$ cat src/hw/rtl/cnas_pkg.sv
// shared types, constants and helper functions for the cpio newc archive scanner
package cnas_pkg;

  // header layout
  localparam int unsigned HEADER_BYTES = 110;
  localparam int unsigned DATA_ALIGN   = 4;    // power of two
  localparam int unsigned FSIZE_AT     = 54;
  localparam int unsigned NSIZE_AT     = 94;
  localparam int unsigned HEX_DIGITS   = 8;

  localparam logic [6:0] HDR_LAST   = 7'(HEADER_BYTES - 1);
  localparam logic [6:0] FSIZE_LO   = 7'(FSIZE_AT);
  localparam logic [6:0] FSIZE_HI   = 7'(FSIZE_AT + HEX_DIGITS - 1);
  localparam logic [6:0] NSIZE_LO   = 7'(NSIZE_AT);
  localparam logic [6:0] NSIZE_HI   = 7'(NSIZE_AT + HEX_DIGITS - 1);
  localparam logic [33:0] HDR_LEN34 = 34'(HEADER_BYTES);
  localparam logic [33:0] ALIGN_M1  = 34'(DATA_ALIGN - 1);

  // name table: trailer first, then the six target paths
  localparam int unsigned NAME_COUNT = 7;
  localparam int unsigned NAME_MAX   = 34;
  localparam logic [31:0] VND = 32'h6f72_6361;

  localparam logic [NAME_MAX*8-1:0] NAME_TBL [NAME_COUNT] = '{
    {"TRAILER!!!", {(NAME_MAX-10){8'h00}}},
    {"init", {(NAME_MAX-4){8'h00}}},
    {"usr/share/", VND, "/rootfs.manifest", {(NAME_MAX-30){8'h00}}},
    {"etc/", VND, "/ai/config.yaml", {(NAME_MAX-23){8'h00}}},
    {"etc/", VND, "/network/", VND, "-net.conf", {(NAME_MAX-30){8'h00}}},
    {"etc/", VND, "/updater/ota.conf", {(NAME_MAX-25){8'h00}}},
    {"etc/", VND, "/system/init/profile.conf", {(NAME_MAX-33){8'h00}}}
  };
  localparam logic [5:0] NAME_LEN [NAME_COUNT] = '{
    6'd10, 6'd4, 6'd30, 6'd23, 6'd30, 6'd25, 6'd33
  };

  // record kinds
  localparam logic KIND_CAPTURE = 1'b0;
  localparam logic KIND_SUMMARY = 1'b1;

  // one result record
  typedef struct packed {
    logic        kind;
    logic [2:0]  file_id;
    logic [31:0] data_offset;
    logic [31:0] data_size;
    logic        trailer_ok;
    logic [31:0] entries_seen;
    logic        init_found;
    logic        manifest_found;
    logic [7:0]  captured_count;
    logic        last;
  } rec_t;

  // records produced by one input beat
  typedef struct packed {
    logic [1:0] n;
    rec_t       r0;
    rec_t       r1;
  } push_t;

  // hex digit decode: {ok, value}
  function automatic logic [4:0] hex_dec(input logic [7:0] b);
    logic [4:0] r;
    r = 5'b0;
    if (b >= "0" && b <= "9") r = {1'b1, 4'(b - "0")};
    else if (b >= "A" && b <= "F") r = {1'b1, 4'(b - "A" + 8'd10)};
    else if (b >= "a" && b <= "f") r = {1'b1, 4'(b - "a" + 8'd10)};
    return r;
  endfunction

  // character of a table name at a position, NUL past its end
  function automatic logic [7:0] name_char(input int k, input logic [5:0] idx);
    logic [7:0] c;
    c = 8'h00;
    if (idx < 6'(NAME_MAX)) c = NAME_TBL[k][(NAME_MAX - 1 - int'(idx)) * 8 +: 8];
    return c;
  endfunction

  // round up to the data alignment
  function automatic logic [33:0] align_up(input logic [33:0] x);
    return (x + ALIGN_M1) & ~ALIGN_M1;
  endfunction

endpackage

$ cat src/hw/rtl/cnas_core.sv
// per-byte scan state machine: header parse, name match, skip and record build
module cnas_core (
  input  logic              clk,
  input  logic              rst,
  input  logic              cfg_wr_en,
  input  logic [31:0]       cfg_wr_data,
  input  logic              in_acc,
  input  logic              in_op,
  input  logic [7:0]        in_byte,
  output cnas_pkg::push_t   push
);
  import cnas_pkg::*;

  typedef enum logic [1:0] {PH_STOPPED, PH_HEADER, PH_NAME, PH_SKIP} phase_t;

  phase_t      phase, phase_next;
  logic [31:0] arch_len;
  logic [31:0] pos, pos_next;
  logic [6:0]  hidx, hidx_next;
  logic [31:0] flen, flen_next;
  logic [31:0] nlen, nlen_next;
  logic [31:0] skip, skip_next;
  logic [6:0]  flags, flags_next;
  logic [5:0]  nidx, nidx_next;
  logic [31:0] ents, ents_next;
  logic        init_seen, init_next;
  logic        man_seen, man_next;
  logic [7:0]  caps, caps_next;

  logic [33:0] lenx, e_w, fd_w, fe_w, nx_w, ee;
  logic [31:0] start;
  logic [4:0]  hv;
  logic [31:0] nl;
  logic [6:0]  fl;
  logic        fin, fin_ok, cap_v, do_end;
  logic [2:0]  cap_id;
  rec_t        cap_r, sum_r;

  // offsets used at the end of a name or a skip
  assign lenx  = {2'b0, arch_len};
  assign e_w   = {2'b0, pos} + 34'd1;
  assign fd_w  = align_up(e_w);
  assign fe_w  = fd_w + {2'b0, flen};
  assign nx_w  = align_up(fe_w);
  assign start = pos - {25'b0, hidx};
  assign hv    = hex_dec(in_byte);
  assign nl    = {nlen[27:0], hv[3:0]};

  // next state and records
  always_comb begin
    phase_next = phase;
    pos_next   = pos;
    hidx_next  = hidx;
    flen_next  = flen;
    nlen_next  = nlen;
    skip_next  = skip;
    flags_next = flags;
    nidx_next  = nidx;
    ents_next  = ents;
    init_next  = init_seen;
    man_next   = man_seen;
    caps_next  = caps;
    fin        = 1'b0;
    fin_ok     = 1'b0;
    cap_v      = 1'b0;
    cap_id     = 3'd0;
    do_end     = 1'b0;
    ee         = '0;
    fl         = flags;
    if (in_acc) begin
      if (in_op) begin
        ents_next = '0;
        init_next = 1'b0;
        man_next  = 1'b0;
        caps_next = '0;
        pos_next  = '0;
        do_end    = 1'b1;
        ee        = '0;
      end else begin
        case (phase)
          PH_HEADER: begin
            pos_next = pos + 32'd1;
            if (hidx < 7'd5) begin
              if (in_byte != (hidx[0] ? 8'h37 : 8'h30)) fin = 1'b1;
            end else if (hidx == 7'd5) begin
              if (in_byte != "1" && in_byte != "2") fin = 1'b1;
            end else if (hidx >= FSIZE_LO && hidx <= FSIZE_HI) begin
              if (!hv[4]) fin = 1'b1;
              flen_next = {flen[27:0], hv[3:0]};
            end else if (hidx >= NSIZE_LO && hidx <= NSIZE_HI) begin
              if (!hv[4]) fin = 1'b1;
              nlen_next = nl;
              if (hidx == NSIZE_HI) begin
                if (nl == 32'd0) fin = 1'b1;
                else if (({1'b0, arch_len} - {1'b0, start}) <
                         (33'(HEADER_BYTES) + {1'b0, nl})) fin = 1'b1;
                for (int k = 0; k < NAME_COUNT; k++) begin
                  if ({26'b0, NAME_LEN[k]} + 32'd1 != nl) flags_next[k] = 1'b0;
                end
              end
            end
            if (!fin) begin
              if (hidx >= HDR_LAST) begin
                phase_next = PH_NAME;
                skip_next  = nlen_next;
                nidx_next  = '0;
              end else begin
                hidx_next = hidx + 7'd1;
              end
            end
          end
          PH_NAME: begin
            pos_next = pos + 32'd1;
            for (int k = 0; k < NAME_COUNT; k++) begin
              if (!(nidx <= NAME_LEN[k] && in_byte == name_char(k, nidx))) fl[k] = 1'b0;
            end
            flags_next = fl;
            nidx_next  = (nidx == 6'h3f) ? nidx : nidx + 6'd1;
            skip_next  = skip - 32'd1;
            if (skip == 32'd1) begin
              ents_next = ents + 32'd1;
              if (fl[1]) init_next = 1'b1;
              if (fl[2]) man_next = 1'b1;
              if (fl[0]) begin
                fin    = 1'b1;
                fin_ok = 1'b1;
              end else if (fd_w > lenx || fe_w > lenx) begin
                fin = 1'b1;
              end else begin
                // lowest set target wins
                for (int k = NAME_COUNT - 1; k >= 1; k--) begin
                  if (fl[k]) begin
                    cap_v  = 1'b1;
                    cap_id = 3'(k - 1);
                  end
                end
                if (cap_v) caps_next = caps + 8'd1;
                if (nx_w > lenx) begin
                  fin = 1'b1;
                end else begin
                  skip_next = nx_w[31:0] - e_w[31:0];
                  if (nx_w == e_w) begin
                    do_end = 1'b1;
                    ee     = nx_w;
                  end else begin
                    phase_next = PH_SKIP;
                  end
                end
              end
            end
          end
          PH_SKIP: begin
            pos_next  = pos + 32'd1;
            skip_next = skip - 32'd1;
            if (skip == 32'd1) begin
              do_end = 1'b1;
              ee     = e_w;
            end
          end
          default: begin
          end
        endcase
      end
      // next entry start check
      if (do_end) begin
        if (ee + HDR_LEN34 > lenx) begin
          fin = 1'b1;
        end else begin
          phase_next = PH_HEADER;
          hidx_next  = '0;
          flen_next  = '0;
          nlen_next  = '0;
          skip_next  = '0;
          flags_next = '1;
        end
      end
      if (fin) phase_next = PH_STOPPED;
    end
  end

  // record assembly
  always_comb begin
    cap_r             = '0;
    cap_r.kind        = KIND_CAPTURE;
    cap_r.file_id     = cap_id;
    cap_r.data_offset = fd_w[31:0];
    cap_r.data_size   = flen;
    cap_r.last        = !fin;
    sum_r                = '0;
    sum_r.kind           = KIND_SUMMARY;
    sum_r.trailer_ok     = fin_ok;
    sum_r.entries_seen   = ents_next;
    sum_r.init_found     = init_next;
    sum_r.manifest_found = man_next;
    sum_r.captured_count = caps_next;
    sum_r.last           = 1'b1;
    push = '0;
    if (cap_v && fin) begin
      push.n  = 2'd2;
      push.r0 = cap_r;
      push.r1 = sum_r;
    end else if (cap_v) begin
      push.n  = 2'd1;
      push.r0 = cap_r;
    end else if (fin) begin
      push.n  = 2'd1;
      push.r0 = sum_r;
    end
  end

  // state registers
  always_ff @(posedge clk) begin
    if (rst) begin
      phase     <= PH_STOPPED;
      arch_len  <= '0;
      pos       <= '0;
      hidx      <= '0;
      flen      <= '0;
      nlen      <= '0;
      skip      <= '0;
      flags     <= '1;
      nidx      <= '0;
      ents      <= '0;
      init_seen <= 1'b0;
      man_seen  <= 1'b0;
      caps      <= '0;
    end else begin
      if (cfg_wr_en) arch_len <= cfg_wr_data;
      phase     <= phase_next;
      pos       <= pos_next;
      hidx      <= hidx_next;
      flen      <= flen_next;
      nlen      <= nlen_next;
      skip      <= skip_next;
      flags     <= flags_next;
      nidx      <= nidx_next;
      ents      <= ents_next;
      init_seen <= init_next;
      man_seen  <= man_next;
      caps      <= caps_next;
    end
  end

  // a pair of records is always a capture then a summary
  a_pair_order: assert property (@(posedge clk) disable iff (rst)
    push.n == 2'd2 |-> push.r0.kind == KIND_CAPTURE && push.r1.kind == KIND_SUMMARY)
    else $error("record pair out of order");

  // a summary stops the scan
  a_sum_stops: assert property (@(posedge clk) disable iff (rst)
    (push.n == 2'd1 && push.r0.kind == KIND_SUMMARY) || push.n == 2'd2
      |=> phase == PH_STOPPED)
    else $error("scan kept running after summary");

  // name phase always has bytes left
  a_name_left: assert property (@(posedge clk) disable iff (rst)
    phase == PH_NAME |-> skip != 32'd0)
    else $error("name phase with nothing left");

endmodule

$ cat src/hw/rtl/cnas_outq.sv
// small result queue that takes up to two records a beat and hands out one
module cnas_outq #(
  parameter int unsigned DEPTH = 4
) (
  input  logic            clk,
  input  logic            rst,
  input  cnas_pkg::push_t push,
  output logic            room,
  output logic            out_valid,
  input  logic            out_ready,
  output cnas_pkg::rec_t  out_rec
);
  import cnas_pkg::*;

  localparam int unsigned AW = $clog2(DEPTH);

  rec_t          mem [DEPTH];
  logic [AW-1:0] wp, rp;
  logic [AW:0]   cnt;
  logic          pop;

  assign pop       = out_valid && out_ready;
  assign out_valid = cnt != '0;
  assign out_rec   = mem[rp];
  assign room      = cnt <= (AW + 1)'(DEPTH - 2);

  // storage writes
  always_ff @(posedge clk) begin
    if (push.n != 2'd0) mem[wp] <= push.r0;
    if (push.n == 2'd2) mem[wp + AW'(1)] <= push.r1;
  end

  // pointers and fill count
  always_ff @(posedge clk) begin
    if (rst) begin
      wp  <= '0;
      rp  <= '0;
      cnt <= '0;
    end else begin
      wp  <= wp + AW'(push.n);
      if (pop) rp <= rp + AW'(1);
      cnt <= cnt + (AW + 1)'(push.n) - (AW + 1)'(pop);
    end
  end

  a_no_overflow: assert property (@(posedge clk) disable iff (rst)
    cnt <= (AW + 1)'(DEPTH))
    else $error("result queue overflow");

  a_push_room: assert property (@(posedge clk) disable iff (rst)
    push.n != 2'd0 |-> room)
    else $error("push without room");

  a_count_track: assert property (@(posedge clk) disable iff (rst)
    !pop && push.n == 2'd0 |=> $stable(cnt))
    else $error("count moved while idle");

endmodule

$ cat src/hw/rtl/cpio_newc_archive_scanner.sv
// cpio newc archive scanner top level
// a beat's records enter the result queue on acceptance and leave it in order;
// throughput is one archive byte per cycle while the queue has room, set by the
// single-pass byte logic, with up to two records per beat drained one per cycle
// while m_tready is high from an OUT_DEPTH-entry (default four) queue. synchronous
// active-high reset stops any scan, clears the archive length and empties the queue
module cpio_newc_archive_scanner #(
  parameter int unsigned OUT_DEPTH = 4
) (
  input  logic         clk,
  input  logic         rst,
  input  logic         cfg_wr_en,
  input  logic [31:0]  cfg_wr_data,
  input  logic         s_tvalid,
  output logic         s_tready,
  input  logic [7:0]   s_tdata,   // [7:0] data_byte
  input  logic         s_tuser,   // [0] opcode
  output logic         m_tvalid,
  input  logic         m_tready,
  output logic [111:0] m_tdata,   // file_id, data_offset, data_size, trailer_ok,
                                  // entries_seen, init_found, manifest_found,
                                  // captured_count, zero pad
  output logic         m_tuser,   // [0] record_kind
  output logic         m_tlast
);
  import cnas_pkg::*;

  push_t push;
  rec_t  rec;
  logic  room;

  assign s_tready = room;

  cnas_core u_core (
    .clk        (clk),
    .rst        (rst),
    .cfg_wr_en  (cfg_wr_en),
    .cfg_wr_data(cfg_wr_data),
    .in_acc     (s_tvalid && s_tready),
    .in_op      (s_tuser),
    .in_byte    (s_tdata),
    .push       (push)
  );

  cnas_outq #(.DEPTH(OUT_DEPTH)) u_outq (
    .clk      (clk),
    .rst      (rst),
    .push     (push),
    .room     (room),
    .out_valid(m_tvalid),
    .out_ready(m_tready),
    .out_rec  (rec)
  );

  // output beat packing
  assign m_tdata = {2'b00, rec.captured_count, rec.manifest_found, rec.init_found,
                    rec.entries_seen, rec.trailer_ok, rec.data_size,
                    rec.data_offset, rec.file_id};
  assign m_tuser = rec.kind;
  assign m_tlast = rec.last;

endmodule
$ cat config.mk
export PLATFORM = sky130hd
export DESIGN_NAME = cpio_newc_archive_scanner
export DESIGN_NICKNAME = d
export VERILOG_FILES = /design/src/hw/rtl/cnas_pkg.sv /design/src/hw/rtl/cnas_core.sv /design/src/hw/rtl/cnas_outq.sv /design/src/hw/rtl/cpio_newc_archive_scanner.sv
export SDC_FILE = /design/constraint.sdc
export NUM_CORES = 2
export LEC_CHECK = 0
export BUFFER_PORTS_ARGS = -buffer_cell sky130_fd_sc_hd__buf_4
export CORE_MARGIN = 5
export CORE_UTILIZATION = 55
export DETAILED_ROUTE_END_ITERATION = 7
export PLACE_DENSITY = 0.71
export SLEW_MARGIN = 30
export SYNTH_ARGS = -nofsm -noshare
export SYNTH_HDL_FRONTEND = slang
export SYNTH_SLANG_ARGS = --single-unit
export TNS_END_PERCENT = 100
$ cat constraint.sdc
create_clock -name clk -period 19.3 [get_ports clk]
set_input_delay 3.86 -clock clk [delete_from_list [all_inputs] [get_ports clk]]
set_output_delay 3.86 -clock clk [all_outputs]
set_load 0.01 [all_outputs]
# After elaboration in Yosys (flattened, before gate mapping)
# Memories as Yosys holds them, arrays and structs flattened. A register that Yosys moved wholly into a read port is not among the register bits.
# Cells that the tools add are included.
# classes
n_bitwise	1
order_cmp	25
eq_ne	28
muxes	232
n_reduce_logical	26
n_addsub	26
shift	7
# ops
op	count
$shiftx A272 B33 Y8 const A	7
$mux W32	30
$mux W8	35
$mux W34	8
$mux W114	2
$gt A34 B32 Y1	4
$mux W113	1
$mux W112	1
$mux W1	102
$mux W7	14
$ne A5 B32 Y1 const A	3
$pmux W32 S3	1
$add A34 B2 Y34 const B	2
$pmux W34 S2	1
$add A32 B1 Y32 const B	2
$eq A8 B8 Y1	7
$mux W3	13
$add A34 B32 Y34	1
$add A34 B7 Y34 const B	1
$eq A34 B34 Y1	1
$add A32 B1 Y33 const B	1
$add A7 B32 Y33 const A	1
$lt A33 B33 Y1	1
$sub A32 B32 Y33	1
other kinds (58)	105
# totals
out_inout_bits	116
inputBits	46
reg_bits	231
memories	1
mem_bits_rw	448
# memory_table
name	depth	width	read_ports	rd_clocked_by_memory_dff	write_ports	line	rtl
u_outq.mem	4	112	1	1	2	cnas_outq.sv:17	rec_t mem [DEPTH];

# Logic depth before layout (Yosys ltp)
# depth
word_depth	37
depth_mapped	71
depth_no_buf	66

# Cells and area by module
# Synthesis repeated with hierarchy kept, for this count alone.
# unflattened
hier_cells	5351
hier_area_um2	51650.8
# modules_own_cells
module	seq_area_each_um2	area_each_um2	n_inst	cells_each
cnas_core	4484.3	29515.8	1	4214
cnas_outq	13633.1	22110.0	1	1133
cpio_newc_archive_scanner	0.0	25.0	1	4

# Worst setup path after synthesis
# Ideal clock, no wire load.
# synth_path
path_kind	register -> register
start	register u_core.pos[1]
end	memory u_outq.mem[1][0] (netlist name) (enable)
t_arrival_ns	14.035
path_slack_ns	4.805
stages_incl_launch_ff	69
required_time_ns	18.840
cell_sequence	dfxtp_1 > ha_1 > clkbuf_1 > nand3_1 > nor4_2 > xor2_1 > nand2_1 > nor2_1 > nand3_1 > nor4_1 > nand2_1 > xnor2_1 > ha_1 > a21o_1 > nor3b_1 > o311ai_0 > a32oi_1 > nor2b_1 > [... 33 more ...] > a21oi_1 > o21ai_0 > a21oi_1 > o21ai_0 > a21o_1 > a21oi_1 > a31oi_1 > a21o_1 > a31oi_1 > and2_1 > inv_2 > ha_1 > inv_1 > nor3_1 > nor2_1 > clkbuf_1 > clkbuf_1 > inv_1
# synth_lines
item	line	rtl
start: declaration	cnas_core.sv:18	logic [31:0] pos, pos_next;
start signal: assignment	cnas_core.sv:230	pos <= pos_next;
end: declaration	cnas_outq.sv:17	

==> results.tsv <==
metric	value	unit
status	completed	
Reg clk slew, reported paths	60	ps
CTS tree	done	
Die Span Y	296	um
layout cells sized above 1	9.95	%
class of the worst hold path	flop to flop	
YS warnings	0	
drt pass-1 iters	6	
worst vdd ir	0.0000656	V
clock sink count	673	
setup TNS	0	ps
GR Overflow Total	0	
first-pass GRT wire length	231	mm
Via density	6.34	
largest net degree at the start of global routing	80	
Cell Area, Synth	44900	um2
Cell variety after synth	105	
Period minus WS final	17100	ps
Max Cap Viol	0	
Switch Pwr	922	uW
Syn-to-layout area delta	10.2	%
Post-synth EDFFs	180	
CTS resizes	0	
Setup crit start kind	flop	
via count	41316	
CTS Buffer Depth	3	
die area	87500	um2
Filler cells	7205	
P_leak	0.0185	uW
P per Cell Area	69.1	nW/um2
CP arrival	17360	ps
Slowest-stage cell, CP	nor4_1	
Mapped Cells	5421	
Site Rows	104	
vias in the first global route	38215	
PortBufs	157	
sequential power share	43.6	%
Int Power	2500	uW
Final period util	88.6	%
combinational share of power	13.6	%
register area	15300	um2
fin area	49500	um2
critical path class	flop to flop	
sequential area share after synthesis	34.0	%
CP Data Required Time	19560	ps
sw frac	27.0	%
Synth Flop Type	dfxtp_1	
1st-iter DRT viols	4468	
Hold-fix buffers, CTS	0	
post-layout util	61.2	%
Initial Util	55.6	%
Horiz. Die Dim	296	um
gpl congestion	1.01	
drt total wl	151	mm
Setup Buffers After CTS	0	
skew final	55.2	ps
crit end category	flop	
Clk pwr share	42.8	%
Area after DPL	46900	um2
Ant. Diodes	0	
clock latency on the worst-skew pair	660	ps
IO Pins	162	
DR WL/cell	23.2	um
Placed Instances	6382	
Highest Clock Rate	58.5	MHz
Worst path max stage delay	890	ps
Final Max Tran Viols	0	
relative slew slack	21.8	%
worst-path fanout max	66	
dpl hpwl	110	mm
Post-synth ARST share	0	%
core box area	80800	um2
Root Buffer	clkbuf_16	
RSZ-0062 raised after global routing	no	
post-synthesis sequential element count	673	
Avg Inst Size Synth	8.28	um2
total track usage	33.5	%
# DRC	0	
Multi-input gate area	27900	um2
total CTS buffers	74	
post-route insts no fill	6516	
antenna-violating nets left	0	
Final Hold Vio Count	0	
Worst Tran Pin Value	1140	ps
H-tree Lvls	3	
layout net count	5738	
initial antenna violation count	1	
crit-path most repeated cell	ha_1	
final setup fails	0	
-- metrics by stage --
| stage | setup slack, ps | hold slack (ps) | total power [uW] |
|---|---|---|---|
| floorplan | 4810 | 420 | 1840 |
| global placement | 2520 | 429 | 1980 |
| detailed placement | 2520 | 436 | 1980 |
| CTS | 2520 | 449 | 3430 |
| global route | 1020 | 464 | 3550 |
| finish | 2200 | 447 | 3420 |
-- synth_stat cells (all sizes together), types with 111 or more instances --
library cell  count  area [um2]
edfxtp          180        5410
nand3           130         656
a21oi           286        1450
nor3            137         686
o21ai           479        2400
nor2            725        2720
xor2            111         980
nand2           713        2680
xnor2           234        2060
inv             169         634
clkbuf          278        1050
ha              289        3620
dfxtp           493        9870
-- power groups by stage --
stage | clock, uW | combinational, uW | sequential (uW)
2_1_floorplan | 0 | 346 | 1490
3_3_place_gp | 0 | 458 | 1520
3_5_place_dp | 0 | 462 | 1520
4_1_cts | 1480 | 465 | 1490
5_1_grt | 1550 | 504 | 1490
6_report | 1460 | 465 | 1490
-- final timing paths --
check	cells past startpoint	slack [ps]	to	start
worst max register to register	63	2200	u_outq.mem[0][4]	u_core.pos[1]
worst min register to register	2	450	u_outq.mem[2][88]	u_outq.mem[2][88]
worst min-delay path	2	450	u_outq.mem[2][88]	u_outq.mem[2][88]
worst max-delay path	63	2200	u_outq.mem[0][4]	u_core.pos[1]
-- cell type report --
cell class / instances / share of cell area [%]
Clock buffer: 107 / 4.47
Clock inverter: 26 / 0.731
Inverter: 174 / 1.34
Multi-Input combinational cell: 4244 / 56.4
Sequential cell: 673 / 30.9
Tap cell: 1060 / 2.68
Timing Repair Buffer: 232 / 3.54
-- worst max-delay path, delay by kind of cell (launching register included) --
kind / cells / cell delay, ps
buffers and inverters: 5 / 1750
AOI/OAI and AO/OA: 22 / 3980
adders and majority gates: 6 / 2040
and+or+nand+nor: 26 / 7020
DFF: 1 / 500
xor gates and xnor gates: 4 / 1330
-- state kept, by name, summed over array words and instances, names as in the netlist, 2 cells and up, named ones only --
register         flops
u_core.flags         7
u_core.nlen         32
u_core.pos          32
u_outq.rp            2
u_core.skip         32
u_core.ents         32
u_core.caps          8
u_core.nidx          6
u_core.hidx          7
u_outq.wp            2
u_core.arch_len     32
u_core.flen         32
u_outq.cnt           3
u_outq.mem         440
u_core.phase         2
-- layout by cell type, fill, tap and decap left out, types with 19 or more instances in the layout --
cell type  Yosys  final
nand3_1      129    128
o21ai_0      470    470
nor2b_1       35     35
and3_1        43     42
dfxtp_1      493    491
clkbuf_16      0     78
a21oi_1      282    282
or4_1         19     19
a22oi_1       33     33
xor2_1       110    110
mux2i_1       91     91
o211ai_1      40     40
or3_1         36     35
a31oi_1       45     41
nand2b_1      38     38
nand4_1       83     83
and4_1        19     19
nor3_1       137    135
nand2_1      712    711
nor2_1       724    719
inv_1        168    164
edfxtp_1     180    180
and2_1        28     28
a21o_1        84     84
mux4_2       110    110
a311oi_1      23     23
o21a_1        23     23
buf_4          4    230
ha_1         289    289
nor4_1        45     44
a211oi_1      45     45
xnor2_1      233    233
-- cells by family after synthesis --
logic type,after synthesis,share of synthesized area [%]
AND/OR/NAND/NOR,2124,21.4
AO/OA/AOI/OAI,1274,17.6
flip-flops,673,34.0
buffers and inverters,507,4.34
XOR/XNOR,345,6.76
adder cells (fa/ha/maj),293,8.23
multiplexers,204,7.62
other,1,0.00835
-- per-layer routing --
metal	track usage (%)	vias up	share of wire (%)
met5	0	-	0.013
met4	13.2	2	4.6
met3	4.81	310	7.9
met2	51.9	1833	44
met1	47.6	19770	43
li1	-	19401	-
(Power assumes the default switching activity.)
